--- src/hdl/rce_pkg.sv ---
// ----------------------------------------------------------------------------
// rce_pkg: shared definitions for the Roberts cross edge enhancer
// Widths, limits, register indexes, dimension clamps and the structs that
// carry control between the window, square root and top-level blocks.
// ----------------------------------------------------------------------------
package rce_pkg;

	// Pixel and configuration widths
	localparam int PIX_W = 8;
	localparam int DIM_W = 12;
	localparam logic [PIX_W-1:0] PIX_MAX = 8'd255;

	// Line store depth and column counter width
	localparam int MAX_WIDTH = 2048;
	localparam int ADDR_W    = $clog2(MAX_WIDTH);
	localparam int CMP_W     = (DIM_W > ADDR_W + 1) ? DIM_W : ADDR_W + 1;

	// Row limit and row counter width
	localparam int HEIGHT_LIMIT = 2048;
	localparam int ROW_W        = $clog2(HEIGHT_LIMIT);

	// Gradient magnitude arithmetic
	localparam int SQ_W    = 2 * PIX_W;     // one squared gradient
	localparam int RAD_W   = SQ_W + 1;      // sum of both squares
	localparam int ROOT_W  = (RAD_W + 1) / 2;
	localparam int REM_W   = ROOT_W + 1;    // remainder stays within 2*root
	localparam int CNT_W   = $clog2(ROOT_W + 1);

	// Reset values of the configuration registers
	localparam logic [DIM_W-1:0] WIDTH_RESET  = 12'd640;
	localparam logic [DIM_W-1:0] HEIGHT_RESET = 12'd480;

	// Configuration register indexes
	localparam int CFG_IDX_W = 1;
	localparam logic [CFG_IDX_W-1:0] REG_FRAME_WIDTH  = 1'b0;
	localparam logic [CFG_IDX_W-1:0] REG_FRAME_HEIGHT = 1'b1;

	typedef struct packed {
		logic [DIM_W-1:0] frame_width;
		logic [DIM_W-1:0] frame_height;
	} cfg_t;

	// Control from the sequencer to the window block
	typedef struct packed {
		logic accept;   // input transaction taken this cycle
		logic grad_en;  // line store data valid, form gradients
	} win_ctl_t;

	// Square root request and response
	typedef struct packed {
		logic             start;
		logic [RAD_W-1:0] radicand;
	} sqrt_req_t;

	typedef struct packed {
		logic              done;
		logic [ROOT_W-1:0] root;
	} sqrt_rsp_t;

	// Effective row width: zero acts as one, larger than the store acts as full
	function automatic logic [CMP_W-1:0] eff_width(input logic [DIM_W-1:0] v);
		logic [CMP_W-1:0] w;
		w = CMP_W'(v);
		if (v == '0)
			return CMP_W'(1);
		if (w > CMP_W'(MAX_WIDTH))
			return CMP_W'(MAX_WIDTH);
		return w;
	endfunction

	// Effective frame height with the same clamping
	function automatic logic [DIM_W-1:0] eff_height(input logic [DIM_W-1:0] v);
		if (v == '0)
			return DIM_W'(1);
		if (v > DIM_W'(HEIGHT_LIMIT))
			return DIM_W'(HEIGHT_LIMIT);
		return v;
	endfunction

endpackage

--- src/hdl/rce_isqrt.sv ---
// ----------------------------------------------------------------------------
// rce_isqrt: digit-serial integer square root
// Restoring square root: shifts in two radicand bits per cycle and settles
// one root bit per cycle, giving floor(sqrt) once all ROOT_W root bits are settled.
// ----------------------------------------------------------------------------
module rce_isqrt (
	input  logic                  clk,
	input  logic                  arst_n,
	input  rce_pkg::sqrt_req_t    req,
	output rce_pkg::sqrt_rsp_t    rsp
);

	localparam int SH_W = 2 * rce_pkg::ROOT_W;
	localparam int TR_W = rce_pkg::REM_W + 2;

	logic [SH_W-1:0]              rad_q;
	logic [rce_pkg::REM_W-1:0]    rem_q;
	logic [rce_pkg::ROOT_W-1:0]   root_q;
	logic [rce_pkg::CNT_W-1:0]    cnt_q;
	logic                         done_q;

	logic [TR_W-1:0]              rem_sh;
	logic [TR_W-1:0]              trial;
	logic [TR_W-1:0]              diff;

	// One root digit: compare shifted remainder against 4*root + 1
	always_comb begin
		rem_sh = {rem_q, rad_q[SH_W-1 -: 2]};
		trial  = TR_W'({root_q, 2'b01});
		diff   = rem_sh - trial;
	end

	// Iteration control
	always_ff @(posedge clk or negedge arst_n) begin
		if (!arst_n) begin
			cnt_q  <= '0;
			done_q <= 1'b0;
		end else if (req.start) begin
			cnt_q  <= rce_pkg::CNT_W'(rce_pkg::ROOT_W);
			done_q <= 1'b0;
		end else if (cnt_q != '0) begin
			cnt_q  <= cnt_q - rce_pkg::CNT_W'(1);
			done_q <= (cnt_q == rce_pkg::CNT_W'(1));
		end else begin
			done_q <= 1'b0;
		end
	end

	// Datapath shift registers
	always_ff @(posedge clk) begin
		if (req.start) begin
			rad_q  <= SH_W'(req.radicand);
			rem_q  <= '0;
			root_q <= '0;
		end else if (cnt_q != '0) begin
			rad_q <= {rad_q[SH_W-3:0], 2'b00};
			if (rem_sh >= trial) begin
				rem_q  <= diff[rce_pkg::REM_W-1:0];
				root_q <= {root_q[rce_pkg::ROOT_W-2:0], 1'b1};
			end else begin
				rem_q  <= rem_sh[rce_pkg::REM_W-1:0];
				root_q <= {root_q[rce_pkg::ROOT_W-2:0], 1'b0};
			end
		end
	end

	assign rsp.done = done_q;
	assign rsp.root = root_q;

	// A new request only arrives once the previous root has settled
	a_start_idle: assert property (@(posedge clk) disable iff (!arst_n)
		req.start |-> cnt_q == '0)
		else $error("square root restarted while iterating");

	// Completion follows exactly the last iteration
	a_done_after_last: assert property (@(posedge clk) disable iff (!arst_n)
		done_q |-> cnt_q == '0 && $past(cnt_q) == rce_pkg::CNT_W'(1))
		else $error("square root done without finishing iterations");

endmodule

--- config.mk ---
export PLATFORM = sky130hd
export DESIGN_NAME = rce_isqrt
export DESIGN_NICKNAME = d
export VERILOG_FILES = /design/src/hdl/rce_pkg.sv /design/src/hdl/rce_isqrt.sv
export SDC_FILE = /design/constraint.sdc
export NUM_CORES = 1
export LEC_CHECK = 0
export BUFFER_PORTS_ARGS = -buffer_cell sky130_fd_sc_hd__buf_2
export CAP_MARGIN = 20
export CORE_UTILIZATION = 46
export CTS_CLUSTER_SIZE = 14
export DETAILED_ROUTE_END_ITERATION = 7
export PLACE_DENSITY = 0.64
export SLEW_MARGIN = 0
export SYNTH_ARGS = -nofsm -noshare
export SYNTH_HDL_FRONTEND = slang
export SYNTH_SLANG_ARGS = --single-unit
export TNS_END_PERCENT = 30
--- constraint.sdc ---
create_clock -name clk -period 2.9 [get_ports clk]
set_input_delay 0.58 -clock clk [delete_from_list [all_inputs] [get_ports clk]]
set_output_delay 0.58 -clock clk [all_outputs]
set_load 0.01 [all_outputs]
==> out/summary.txt <==
status: completed
worst r2r path cells: 7
die area: 0.005557 sq mm
vias per cell: 5.438
Final Cell Area: 0.002644 sq mm
Worst Path Required: 3.10 ns
launching point of the worst reg2reg path: root_q[7]
final slew viol count: 0
most common cell after layout, fill and taps aside: buf_2
Layout Skew: 0.004052 ns
drt initial violations: 135
IO Pins: 30
largest net degree at the start of global routing: 47
Fin Hold WS: 0.09505 ns
main flop type after synthesis: dfxtp_1
Pwr per Cell Area: 918.0 mW/mm^2
fraction of layout cells with a size suffix above 1: 21.82%
# port buffers: 29
first-pass GRT wire length: 7.624 mm
vias in the first global route: 1659
Total GRT Usage: 18.19%
Synth cell types: 46
CP Launch Type: flip-flop
HPWL after DPL: 3.348 mm
Final WS setup: 0.6227 ns
Worst Path Class, Setup: flip-flop to flip-flop
post-synthesis area per instance: 9.646 sq um
Worst Path Max Fanout: 11
nets@finish: 308
Area growth, synth to finish: 9.199%
post-cts hold buffer count: 0
Tmin final: 2.277 ns
Tcrit/Tclk final: 78.53%
CTS sink cnt: 42
Rel. slew slack: 48.31%
GRT met3 Usage: 4.472%
die width: 74.55 um
Layout Utilization: 52.10%
H-tree depth: 2
Clock transition at path regs: 0.07 ns
DRT Pass-1 Iters: 4
CTS tree: done
Pleak: 0.001072 uW
dpl cell area: 0.002564 sq mm
DR vias: 1876
chip height: 74.55 um
fmax: 439.1 MHz
Root Buffer: clkbuf_8
CP arrival: 2.48 ns
initial antenna violation count: 0
synthesized netlist cell count: 251
Final Setup Violations: 0
postcts setup bufs: 0
met2 Resource Use GR: 28.73%
Starting Density: 47.71%
Hold Crit Class: primary input to asynchronous set/reset pin
setup TNS: 0 ns
Final Hold Fails: 0
worst setup path start: root_q[7]
antenna diode count: 0
RSZ-0062 raised after global routing: false
max-cap violations: 0
actual slew at the worst max-slew pin: 0.7753 ns
routed wire length: 4.707 mm
Reg-to-Reg End: rem_q[5]
M1 GR Usage: 24.32%
Syn Nets: 285
Num CTS Buffers: 5
Worst VDD drop: 0.5324 mV
Setup WS pre-CTS: 0.6640 ns
GRT overflow: 0
Skew-Pair Late Insertion Delay: 0.29 ns
commonest cells after routing, fill and taps aside: 29 x buf_2, 23 x nand2_1, 20 x dfxtp_1, 19 x a21oi_1, 19 x nor2_1
register bit total from synthesis: 42
clock buffer depth: 2
GP Congestion: 0.8675
Seq/Total Area, Yosys: 42.79%
area of the mapped netlist: 0.002421 sq mm
ANT nets after route: 0
WL/cell: 13.64 um
ys async rst share: 11.90%
Post-synth EDFFs: 17
PostCTS Resize Cnt: 0
Worst R2R Setup Slack: 0.62 ns
Yosys warnings: 0
DRC viols: 0
row cnt: 26
grt peak-use layer: met2
CP endpoint kind: flip-flop
Core Region: 0.005075 sq mm
[flip-flops by register name (all words and copies together), names as in the netlist]
signal,flops
root_q,9
cnt_q,4
done_q,1
rem_q,10
rad_q,18
[routing by layer]
metal | wire (um) | vias up
li1 | - | 952
met1 | 2228 | 874
met2 | 2194 | 44
met3 | 222 | 6
met4 | 61 | 0
met5 | 0 | -
[worst max-delay path, cell delays in order (launching register included)]
cell      delay (ns)
dfxtp_1         0.38
inv_1           0.06
ha_1            0.34
a21o_1          0.19
a211o_1         0.33
a41oi_2         0.45
nand3_1         0.13
a311oi_1        0.29
[cell usage after synthesis (all sizes together), types with 3 or more instances]
| library cell | n | area, sq um |
|---|---|---|
| and2 | 4 | 25.02 |
| a211oi | 3 | 22.52 |
| a311oi | 7 | 61.31 |
| ha | 14 | 175.2 |
| edfxtp | 17 | 510.5 |
| or3 | 3 | 18.77 |
| clkbuf | 5 | 18.77 |
| a21oi | 19 | 95.09 |
| nor2 | 19 | 71.32 |
| o211ai | 5 | 37.54 |
| mux2 | 16 | 180.2 |
| inv | 16 | 60.05 |
| a211o | 3 | 27.53 |
| dfrtp | 5 | 125.1 |
| dfxtp | 20 | 400.4 |
| o21ai | 12 | 60.05 |
| xnor2 | 5 | 43.79 |
| nand3 | 13 | 65.06 |
| buf | 10 | 91.33 |
| nand2 | 23 | 86.33 |
| nor3 | 8 | 45.04 |
| nand2b | 3 | 18.77 |
[how the worst max path moves through the flow]
stage,slack [ns],cells past startpoint,to
after global routing,0.42,7,rem_q[5]
after floorplan,0.86,5,rad_q[0]
after CTS,0.63,7,rem_q[2]
after global placement,0.67,7,rem_q[8]
after detailed placement,0.66,7,rem_q[2]
final,0.62,7,rem_q[5]
[metrics by stage]
stage | total power, uW | instances
3_3_place_gp | 2074 | 337
3_5_place_dp | 2065 | 337
4_1_cts | 2434 | 345
2_1_floorplan | 1845 | 251
5_1_grt | 2623 | 345
6_report | 2427 | 345
[logic make-up after synthesis]
| family | count (synthesis) | synth area share (%) |
|---|---|---|
| flip-flops | 42 | 42.79 |
| XOR/XNOR | 6 | 2.171 |
| buffers and inverters | 31 | 7.028 |
| AND/OR/NAND/NOR | 84 | 17.16 |
| multiplexers | 16 | 7.442 |
| adder cells (fa/ha/maj) | 14 | 7.235 |
| AO/OA/AOI/OAI | 58 | 16.18 |
[where the power goes]
part           internal [uW]  switching, uW
Clock                    171            186
Sequential               742           83.9
Combinational            528            717
[area by class of cell]
class / instances / area, sq um
Sequential cell: 42 / 1036
Timing Repair Buffer: 31 / 160.2
Clock buffer: 8 / 80.08
Inverter: 16 / 60.06
Tap cell: 70 / 87.58
Multi-Input combinational cell: 178 / 1220
Fill cell: 503 / 2431
No activity file was read; power rests on OpenSTA's default activity.
